<file path="config.mk">
export PLATFORM = sky130hd
export DESIGN_NAME = atilt_mag
export DESIGN_NICKNAME = d
export VERILOG_FILES = /design/src/hw/rtl/atilt_pkg.sv /design/src/hw/rtl/atilt_mag.sv
export SDC_FILE = /design/constraint.sdc
export NUM_CORES = 2
export LEC_CHECK = 0
export BUFFER_PORTS_ARGS = -buffer_cell sky130_fd_sc_hd__buf_2
export CAP_MARGIN = 20
export CORE_ASPECT_RATIO = 0.7
export CORE_MARGIN = 3
export CORE_UTILIZATION = 56
export CTS_CLUSTER_SIZE = 28
export DETAILED_ROUTE_END_ITERATION = 7
export PLACE_DENSITY_LB_ADDON = 0.05
export SETUP_SLACK_MARGIN = 0.4
export SKIP_LAST_GASP = 1
export SYNTH_ARGS = -nofsm -noshare
export SYNTH_HDL_FRONTEND = slang
export SYNTH_SLANG_ARGS = --single-unit
</file>
<file path="constraint.sdc">
create_clock -name clk -period 9.39 [get_ports clk]
set_input_delay 1.4085 -clock clk [delete_from_list [all_inputs] [get_ports clk]]
set_output_delay 1.4085 -clock clk [all_outputs]
set_load 0.005 [all_outputs]
</file>
<file path="src/hw/rtl/atilt_pkg.sv">
`timescale 1ns / 1ps
`default_nettype none
package atilt_pkg;

  localparam int CORDIC_STEPS = 16;
  localparam int TAB_LEN      = 24;
  localparam int CW           = 28;  // cordic datapath width
  localparam int ZW           = 25;  // angle accumulator, deg * 65536
  localparam int VW           = 25;  // operand width, counts * 256
  localparam int AW           = 16;  // output angle width
  localparam int GW           = 30;  // gain constant width
  localparam int MAG_LAT      = CORDIC_STEPS + 1;
  localparam int ATAN_LAT     = CORDIC_STEPS + 1;
  localparam int PIPE_DEPTH   = MAG_LAT + ATAN_LAT + 2;

  localparam logic [GW-1:0] INV_GAIN = 30'd652032874;
  localparam logic signed [AW-1:0] QUARTER_TURN = 16'sd23040;

  typedef logic signed [ZW-1:0] ang_tab_t [TAB_LEN];
  localparam ang_tab_t ANGLE_TAB = '{
    25'sd2949120, 25'sd1740967, 25'sd919879, 25'sd466945, 25'sd234379, 25'sd117304,
    25'sd58666, 25'sd29335, 25'sd14668, 25'sd7334, 25'sd3667, 25'sd1833,
    25'sd917, 25'sd458, 25'sd229, 25'sd115, 25'sd57, 25'sd29,
    25'sd14, 25'sd7, 25'sd4, 25'sd2, 25'sd1, 25'sd0
  };

  typedef struct packed {
    logic signed [VW-1:0] oth;
    logic                 neg;
  } side_t;

  typedef struct packed {
    logic dz;
    logic nz;
    logic npos;
    logic neg;
  } spc_t;

endpackage
`default_nettype wire

</file>
<file path="src/hw/rtl/atilt_mag.sv">
`timescale 1ns / 1ps
`default_nettype none
module atilt_mag import atilt_pkg::*; (
  input  wire logic          clk,
  input  wire logic          en,
  input  wire logic [VW-1:0] a,
  input  wire logic [VW-1:0] b,
  input  wire side_t         side_in,
  output logic      [VW-1:0] mag,
  output side_t              side_out
);

  localparam int PW = VW + GW;
  localparam logic [PW-1:0] HALF = PW'(1) << (GW - 1);

  logic signed [CW-1:0] xs [CORDIC_STEPS+1];
  logic signed [CW-1:0] ys [CORDIC_STEPS+1];
  side_t                sd [CORDIC_STEPS+1];
  logic [PW-1:0]        prod;

  assign xs[0] = $signed(CW'(a));
  assign ys[0] = $signed(CW'(b));
  assign sd[0] = side_in;

  for (genvar i = 0; i < CORDIC_STEPS; i++) begin : g_step
    always_ff @(posedge clk) begin
      if (en) begin
        if (ys[i][CW-1]) begin
          xs[i+1] <= xs[i] - (ys[i] >>> i);
          ys[i+1] <= ys[i] + (xs[i] >>> i);
        end else begin
          xs[i+1] <= xs[i] + (ys[i] >>> i);
          ys[i+1] <= ys[i] - (xs[i] >>> i);
        end
        sd[i+1] <= sd[i];
      end
    end
  end

  assign prod = PW'(xs[CORDIC_STEPS][VW-1:0]) * PW'(INV_GAIN) + HALF;

  always_ff @(posedge clk) begin
    if (en) begin
      mag      <= prod[PW-1:GW];
      side_out <= sd[CORDIC_STEPS];
    end
  end

endmodule
`default_nettype wire

</file>
==> results.toml <==
[cells_and_area]
nets = 11650
drive_gt1_share_pct = 5.002
final_common_cell = "edfxtp_1"
n_fill_cell = 14820
layout_common_cells = "1308 x edfxtp_1, 1096 x ha_1, 1044 x nor2_1, 879 x inv_1, 857 x xnor2_1"
syn2layout_area_growth_pct = 8.330

[sta]
setup_violations = 0
rsz0062_at_grt = "no"
max-slew-margin-rel_pct = 27.53
hold_viol_final = 0
clock_skew_ps = 94.63
layout_min_cycle_time_ps = 8622
drv_slew = 0
fin_tns_setup_ps = 0
fmax_mhz = 116.0
finalCritPeriodShare_pct = 91.82
worst_pin_slew_ps = 1087

[global_route]
grt_pass1_vias = 69780
grt_use_total_pct = 28.50
grt.overflow.total = 0
grt_pass1_wl_mm = 413.6
grt_max_degree = 162
antenna_found_initial = 7

[worst_hold_path]
whs_endpoint = "sd[106]"
hold_path_depth = 0
hold_start = "sd[132]"
worst_hold_path_type = "flip-flop to flip-flop"

[worst_setup_path]
start_kind = "flip-flop"
reg2reg_slack_ps = 770
worstPathMaxFanout = 8
critPathSlowestCell = "fa_1"
r2r-end = "mag[24]"
cp-end-kind = "flip-flop"
required_ps = 9910
critPathMaxStageDelay_ps = 610
startpoint = "xs[14]"
reg2regPathDepth = 26
timing.rr.start = "xs[14]"
criticalPathCategory = "flip-flop to flip-flop"
arrival_ps = 9140

[cts]
cts_tree = "yes"
cts_made_buffers = 146
cts_max_level = 4
clk_pin_slew_ps = 60
cts_root_buf = "clkbuf_16"
clock_path_buffers = 4
ctsHoldBuffers = 0
cts_sinks = 1308
clk_latency_ps = 840

[drt]
antenna_left = 0
drtIter0Drc = 6986
vias = 74870
dr.pass1.iters = 6
drt_wl_total_mm = 271.0
drcViolationCount = 0
post_drt_wl_per_cell_um = 21.48
viasPerCell = 5.935

[job]
max-cap-violations = 0

[placement]
portBuffers = 128
dpl.hpwl_mm = 216.7
place.gp.congestion = 0.9812

[synth]
syn_nets = 11430
synth-main-ff-cell = "edfxtp_1"
ys_types = 88
synth_edf_count = 1308
ys_warn_count = 0
syn-cell-area_um2 = 101600
ys_async_sr_fraction_pct = 0
syn_area_per_cell_um2 = 10.25
synth_cells = 9913
ys_ff_latch = 1308
ys_seq_area_share_pct = 38.67

[floorplanning]
die_w_um = 515.0
dieArea_um2 = 186600
die_h_um = 362.3
core-area_um2 = 179900
initial_utilization_pct = 56.46
num_io_pins = 129
rows = 130

[outcome]
run_status = "finished, final reports clean"
-- sequential cells by signal, summed over array words and instances (netlist names) --
register  flops
xs          440
sd          416
ys          401
mag          25
side_out     26
-- synth_stat cells (all sizes together), types with 88 or more instances --
master / number / area share (%)
a21o: 241 / 1.8
a21oi: 792 / 3.9
and3: 134 / 0.83
clkbuf: 100 / 0.37
edfxtp: 1308 / 39
fa: 337 / 6.6
ha: 1100 / 14
inv: 881 / 3.3
nand2: 436 / 1.6
nand3: 203 / 1.0
nor2: 1044 / 3.9
nor2b: 146 / 0.90
nor3: 328 / 1.6
o21a: 88 / 0.65
o21ai: 308 / 1.5
o21bai: 125 / 0.92
xnor2: 857 / 7.4
xor2: 403 / 3.5
-- through the flow --
step,area [µm²],setup WS (ps),std cells,hold WS [ps],util (%)
2_1_floorplan,101600,1334,9913,400.3,-
3_3_place_gp,105100,603.6,12340,400.2,58.43
3_5_place_dp,105100,576.5,12340,404.5,58.44
4_1_cts,109800,529.6,12590,413.4,61.05
5_1_grt,110000,410.9,12610,421.0,61.16
6_report,110000,768.2,12610,411.7,61.16
-- metal layers --
metal | wire [µm] | part of all wire (%) | vias to the layer above | track usage (%)
met1 | 139900 | 52 | 36080 | 47.70
met3 | 22390 | 8.3 | 308 | 5.362
li1 | - | - | 35920 | -
met2 | 103300 | 38 | 2568 | 37.39
met5 | 13 | 0.0048 | - | 0
met4 | 5363 | 2.0 | 2 | 5.695
-- critical path: cells and delay by family, from the launching register on --
kind	cells	cell delay, ps
fa+ha+maj	8	3940
simple gates	7	2280
flops	1	530
compound gates	5	1140
buf+inv	6	460
-- worst max path at each step --
stage,endpoint,slack [ps]
6_report,mag[24],770
3_3_place_gp,mag[24],600
5_1_grt,mag[24],410
3_5_place_dp,mag[24],580
4_1_cts,mag[24],530
2_1_floorplan,mag[24],1330
-- cell type report --
class                   count  area, µm²  area share [%]
repair buffers            190       1185           1.077
diodes                      2      5.005        0.004549
flip-flops and latches   1308      39280           35.70
multi-input cells        7608      58580           53.24
clock inverters            81      877.1          0.7972
well taps                2376       2973           2.702
clock buffers             167       3817           3.470
inverters                 882       3311           3.009
-- cells by family (layout without fill, tap and decap cells) --
logic type	Yosys count	count (layout)	share of synthesized area (%)
and+or+nand+nor	2800	2800	13.19
adders and majority gates	1437	1437	20.19
DFF	1308	1308	38.67
buffers and inverters	997	1320	3.693
other	0	2	0
muxes	48	48	0.5088
AOI/OAI and AO/OA	2063	2063	12.88
xor gates and xnor gates	1260	1260	10.87
-- what timing repair did --
item,CTS,global route
resized for setup,0,12
setup buffers,0,18
setup endpoints to repair,0,10
Power is left out: the tool's default activity adds up to more than one toggle a clock period on the data nets, which glitch-free logic cannot reach.
