[src/hw/rtl/atilt_pkg.sv]
`timescale 1ns / 1ps
`default_nettype none
package atilt_pkg;

  localparam int CORDIC_STEPS = 16;
  localparam int TAB_LEN      = 24;
  localparam int CW           = 28;  // cordic datapath width
  localparam int ZW           = 25;  // angle accumulator, deg * 65536
  localparam int VW           = 25;  // operand width, counts * 256
  localparam int AW           = 16;  // output angle width
  localparam int GW           = 30;  // gain constant width
  localparam int MAG_LAT      = CORDIC_STEPS + 1;
  localparam int ATAN_LAT     = CORDIC_STEPS + 1;
  localparam int PIPE_DEPTH   = MAG_LAT + ATAN_LAT + 2;

  localparam logic [GW-1:0] INV_GAIN = 30'd652032874;
  localparam logic signed [AW-1:0] QUARTER_TURN = 16'sd23040;

  typedef logic signed [ZW-1:0] ang_tab_t [TAB_LEN];
  localparam ang_tab_t ANGLE_TAB = '{
    25'sd2949120, 25'sd1740967, 25'sd919879, 25'sd466945, 25'sd234379, 25'sd117304,
    25'sd58666, 25'sd29335, 25'sd14668, 25'sd7334, 25'sd3667, 25'sd1833,
    25'sd917, 25'sd458, 25'sd229, 25'sd115, 25'sd57, 25'sd29,
    25'sd14, 25'sd7, 25'sd4, 25'sd2, 25'sd1, 25'sd0
  };

  typedef struct packed {
    logic signed [VW-1:0] oth;
    logic                 neg;
  } side_t;

  typedef struct packed {
    logic dz;
    logic nz;
    logic npos;
    logic neg;
  } spc_t;

endpackage
`default_nettype wire

[src/hw/rtl/atilt_atan.sv]
`timescale 1ns / 1ps
`default_nettype none
module atilt_atan import atilt_pkg::*; (
  input  wire logic                 clk,
  input  wire logic                 en,
  input  wire logic signed [VW-1:0] num,
  input  wire logic signed [VW-1:0] den,
  input  wire logic                 neg,
  output logic signed      [AW-1:0] ang,
  output logic                      flag
);

  logic signed [CW-1:0] xs [CORDIC_STEPS+1];
  logic signed [CW-1:0] ys [CORDIC_STEPS+1];
  logic signed [ZW-1:0] zs [CORDIC_STEPS+1];
  spc_t                 sp [CORDIC_STEPS+1];
  logic signed [ZW:0]   zr;
  logic signed [ZW-8:0] zsh;
  logic signed [AW-1:0] r;
  logic signed [AW-1:0] r_next;
  logic                 flag_next;

  assign xs[0] = CW'(den);
  assign ys[0] = CW'(num);
  assign zs[0] = '0;
  assign sp[0] = '{dz: den == '0, nz: num == '0, npos: !num[VW-1], neg: neg};

  for (genvar i = 0; i < CORDIC_STEPS; i++) begin : g_step
    always_ff @(posedge clk) begin
      if (en) begin
        if (ys[i][CW-1]) begin
          xs[i+1] <= xs[i] - (ys[i] >>> i);
          ys[i+1] <= ys[i] + (xs[i] >>> i);
          zs[i+1] <= zs[i] - ANGLE_TAB[i];
        end else begin
          xs[i+1] <= xs[i] + (ys[i] >>> i);
          ys[i+1] <= ys[i] - (xs[i] >>> i);
          zs[i+1] <= zs[i] + ANGLE_TAB[i];
        end
        sp[i+1] <= sp[i];
      end
    end
  end

  always_comb begin
    zr  = (ZW+1)'(zs[CORDIC_STEPS]) + (ZW+1)'(128);
    zsh = zr[ZW:8];
    if (zsh > (ZW-7)'(QUARTER_TURN)) begin
      r = QUARTER_TURN;
    end else if (zsh < -(ZW-7)'(QUARTER_TURN)) begin
      r = -QUARTER_TURN;
    end else begin
      r = zsh[AW-1:0];
    end
    flag_next = 1'b0;
    if (sp[CORDIC_STEPS].dz) begin
      if (sp[CORDIC_STEPS].nz) begin
        r_next    = '0;
        flag_next = 1'b1;
      end else begin
        r_next = sp[CORDIC_STEPS].npos ? QUARTER_TURN : -QUARTER_TURN;
      end
    end else if (sp[CORDIC_STEPS].nz) begin
      r_next = '0;
    end else begin
      r_next = r;
    end
    if (sp[CORDIC_STEPS].neg) begin
      r_next = -r_next;
    end
  end

  always_ff @(posedge clk) begin
    if (en) begin
      ang  <= r_next;
      flag <= flag_next;
    end
  end

endmodule
`default_nettype wire
[config.mk]
export PLATFORM = sky130hd
export DESIGN_NAME = atilt_atan
export DESIGN_NICKNAME = d
export VERILOG_FILES = /design/src/hw/rtl/atilt_pkg.sv /design/src/hw/rtl/atilt_atan.sv
export SDC_FILE = /design/constraint.sdc
export NUM_CORES = 2
export LEC_CHECK = 0
export ABC_AREA = 1
export BUFFER_PORTS_ARGS = -buffer_cell sky130_fd_sc_hd__clkbuf_2
export CAP_MARGIN = 20
export CORE_UTILIZATION = 44
export DETAILED_ROUTE_END_ITERATION = 6
export PLACE_DENSITY_LB_ADDON = 0.25
export SLEW_MARGIN = 10
export SYNTH_ARGS = -nofsm -noshare
export SYNTH_HDL_FRONTEND = slang
export SYNTH_SLANG_ARGS = --single-unit
[constraint.sdc]
create_clock -name clk -period 4.59 [get_ports clk]
set_clock_uncertainty 0.1 [all_clocks]
set_input_delay 0.2295 -clock clk [delete_from_list [all_inputs] [get_ports clk]]
set_output_delay 0.2295 -clock clk [all_outputs]
set_load 0.02 [all_outputs]
==> results.cfg <==
[status]
status = finished with violations
violations = DRC

[grt]
grt_overflow = 0
antenna_found_initial = 1
grt_usage_pct = 23.3
grt_max_degree = 135
first_global_vias = 78400
grt_pass1_wl_um = 427000

[die]
die_area_um2 = 228000
die_y_um = 478
rows = 174
start_util_pct = 44.3
die_w_um = 478
io_pins = 70
core-area_um2 = 225000

[logic_synthesis]
synth_top_area_cell = edfxtp_1
syn-mean-instance-area_um2 = 8.55
ys_top_cells_by_area = edfxtp_1, ha_1, xor2_1
ys_seq_area_share_pct = 35.8
synth_ff_type = edfxtp_1
netlist_area_um2 = 99500
netlist.area_leader.share_pct = 35.8
synth_async_sr_flop_share_pct = 0
yosysUniqueCellTypes = 64
yosysWarningCount = 0
synth_nets = 12900
netlist_instances = 11600
synth_edf_count = 1188
ys_ff_latch = 1188

[critical_path]
r2r_slack_ns = 0.19
worst-path-max-fanout = 4
cp.arrival_ns = 4.83
rr_worst_depth = 19
crit_path_max_incr_delay_ns = 0.48
crit_slowest_cell = a221oi_1
worst_setup_path_start_kind = flip-flop
crit_path_frequent_cell = inv_1
path_cells = inv_1, ha_1, nand3_1, nor3_1, inv_1, nor3_1, inv_1, nor2_1, nand3_1, nor3_2, nand2_1, o21ai_0, xor2_1, ha_1, nand2_1, nor2_1, a221oi_1, o221ai_1, xor2_1
end_kind = flip-flop
critPathKind = flip-flop to flip-flop
crit_required_ns = 5.02

[final_layout]
final_area_um2 = 110000
fillerInstances = 21400
syn2layout_area_growth_pct = 10.5
post-route-util_pct = 48.9
drive_gt1_share_pct = 5.25
layout.nets = 13200

[sta]
timing.final.crit_share_pct = 95.9
final_hold_viol_count = 0
worst_slew_pin_slew_ns = 0.852
period_needed_ns = 4.40
max_freq_mhz = 227
setup_tns_ns = 0
setup_violations = 0
holdWs_ns = 0.0802
maxSlewViolCount = 0
max_slew_margin_pct = 43.2

[placement]
port_buffers = 69
dpl_cell_area_um2 = 105000
hpwl_um = 221000
place.gp.congestion = 0.944

[clock_network]
cts_buffer_depth = 3
htree_levels = 4
clk_pin_slew_ns = 0.06
numCtsBuffers = 146
root_buffer = clkbuf_16
cts_tree = done
clock_latency_ns = 0.81
cts_sinks = 1188

[route]
postRouteAntennaNets = 0
route.vias.total = 80900
drc = 6
drtIter0Drc = 5421
via_per_inst = 5.37
wl_per_cell_um = 18.0
drt-total-wl_um = 271000
firstDrtPassIters = 7

[worst_hold_path]
hold_depth = 3
hold_class = primary input to flip-flop

[run]
cap_violations = 0
repair_timing:
action / 4_1_cts / 5_1_grt
setup buffers: 0 / 7
hold endpoints to repair: 63 / 0
resized for setup: 1 / 65
setup endpoints to repair: 1 / 72
hold buffers: 14 / 0
pin swaps: 0 / 3
critical path: cells and delay by family, from the launching register on:
| kind | cells | cell delay (ns) |
|---|---|---|
| xor+xnor | 2 | 0.41 |
| simple gates | 9 | 1.37 |
| buf+inv | 3 | 0.27 |
| compound gates | 3 | 1.09 |
| flops | 1 | 0.46 |
| fa+ha+maj | 2 | 0.47 |
flip-flops by register name (all words and copies together) (netlist names):
register  cells
flag          1
zs          342
xs          376
ys          390
ang          16
sp           63
final timing paths:
path,from,end
min reg2reg,sp[21]$_DFFE_PP_,sp[17]$_DFFE_PP_
max,ys[340]$_DFFE_PP_,xs[334]$_DFFE_PP_
min,den[4],ys[424]$_DFFE_PP_
max reg2reg,ys[340]$_DFFE_PP_,xs[334]$_DFFE_PP_
cells by family after synthesis:
logic type	count (synthesis)	share of synthesized area, %
AO/OA/AOI/OAI	2485	14.0
XOR/XNOR	1528	13.4
adder cells (fa/ha/maj)	1184	15.2
buffers and inverters	1488	5.63
flip-flops	1188	35.8
multiplexers	4	0.0402
AND/OR/NAND/NOR	3772	15.9
metrics by stage:
stage          setup WS, ns  std cells
2_1_floorplan         0.440      11600
3_3_place_gp         -0.104      14800
3_5_place_dp         0.0500      14800
4_1_cts              0.0913      15100
5_1_grt             -0.0281      15100
6_report              0.187      15100
cell usage after synthesis, types with 60 or more instances:
cell type     n
nand2_1    1950
inv_1      1362
a21oi_1    1246
edfxtp_1   1188
ha_1       1144
xor2_1     1047
nor2_1      930
o21ai_0     654
xnor2_1     481
nand3_1     358
nor3_1      234
o21bai_1    106
nor4_1       96
a31oi_1      92
clkbuf_1     92
nand4_1      92
a21o_1       60
cells in the final DEF, fill, tap and decap left out, types with 147 or more instances in the layout:
cell type / Yosys / routed
nor3_1: 234 / 210
a21oi_1: 1246 / 1238
nand2_1: 1950 / 1950
nor2_1: 930 / 927
xnor2_1: 481 / 481
inv_1: 1362 / 1360
clkbuf_16: 0 / 147
ha_1: 1144 / 1144
o21ai_0: 654 / 650
nand3_1: 358 / 356
edfxtp_1: 1188 / 1188
buf_4: 0 / 176
xor2_1: 1047 / 1047
metal layers:
metal	part of all wire, %	global-route usage (%)	up-vias	routed length, um
li1	-	-	40900	-
met1	48	32.9	38000	131000
met2	45	37.8	1656	122000
met3	4.5	2.68	312	12100
met4	2.2	5.69	0	5990
met5	0	0	-	0
area by class of cell:
cell class	count	area (um2)	share of cell area [%]
Timing Repair Buffer	269	2000	1.82
Sequential cell	1188	35700	32.4
Clock buffer	170	3760	3.42
Multi-Input combinational cell	8973	58600	53.2
Inverter	1376	5170	4.70
Antenna cell	1	2.50	0.00227
Tap cell	2992	3740	3.40
Clock inverter	98	1100	0.997
Power is left out: the tool's default activity adds up to more than one toggle a clock period on the data nets, which glitch-free logic cannot reach.
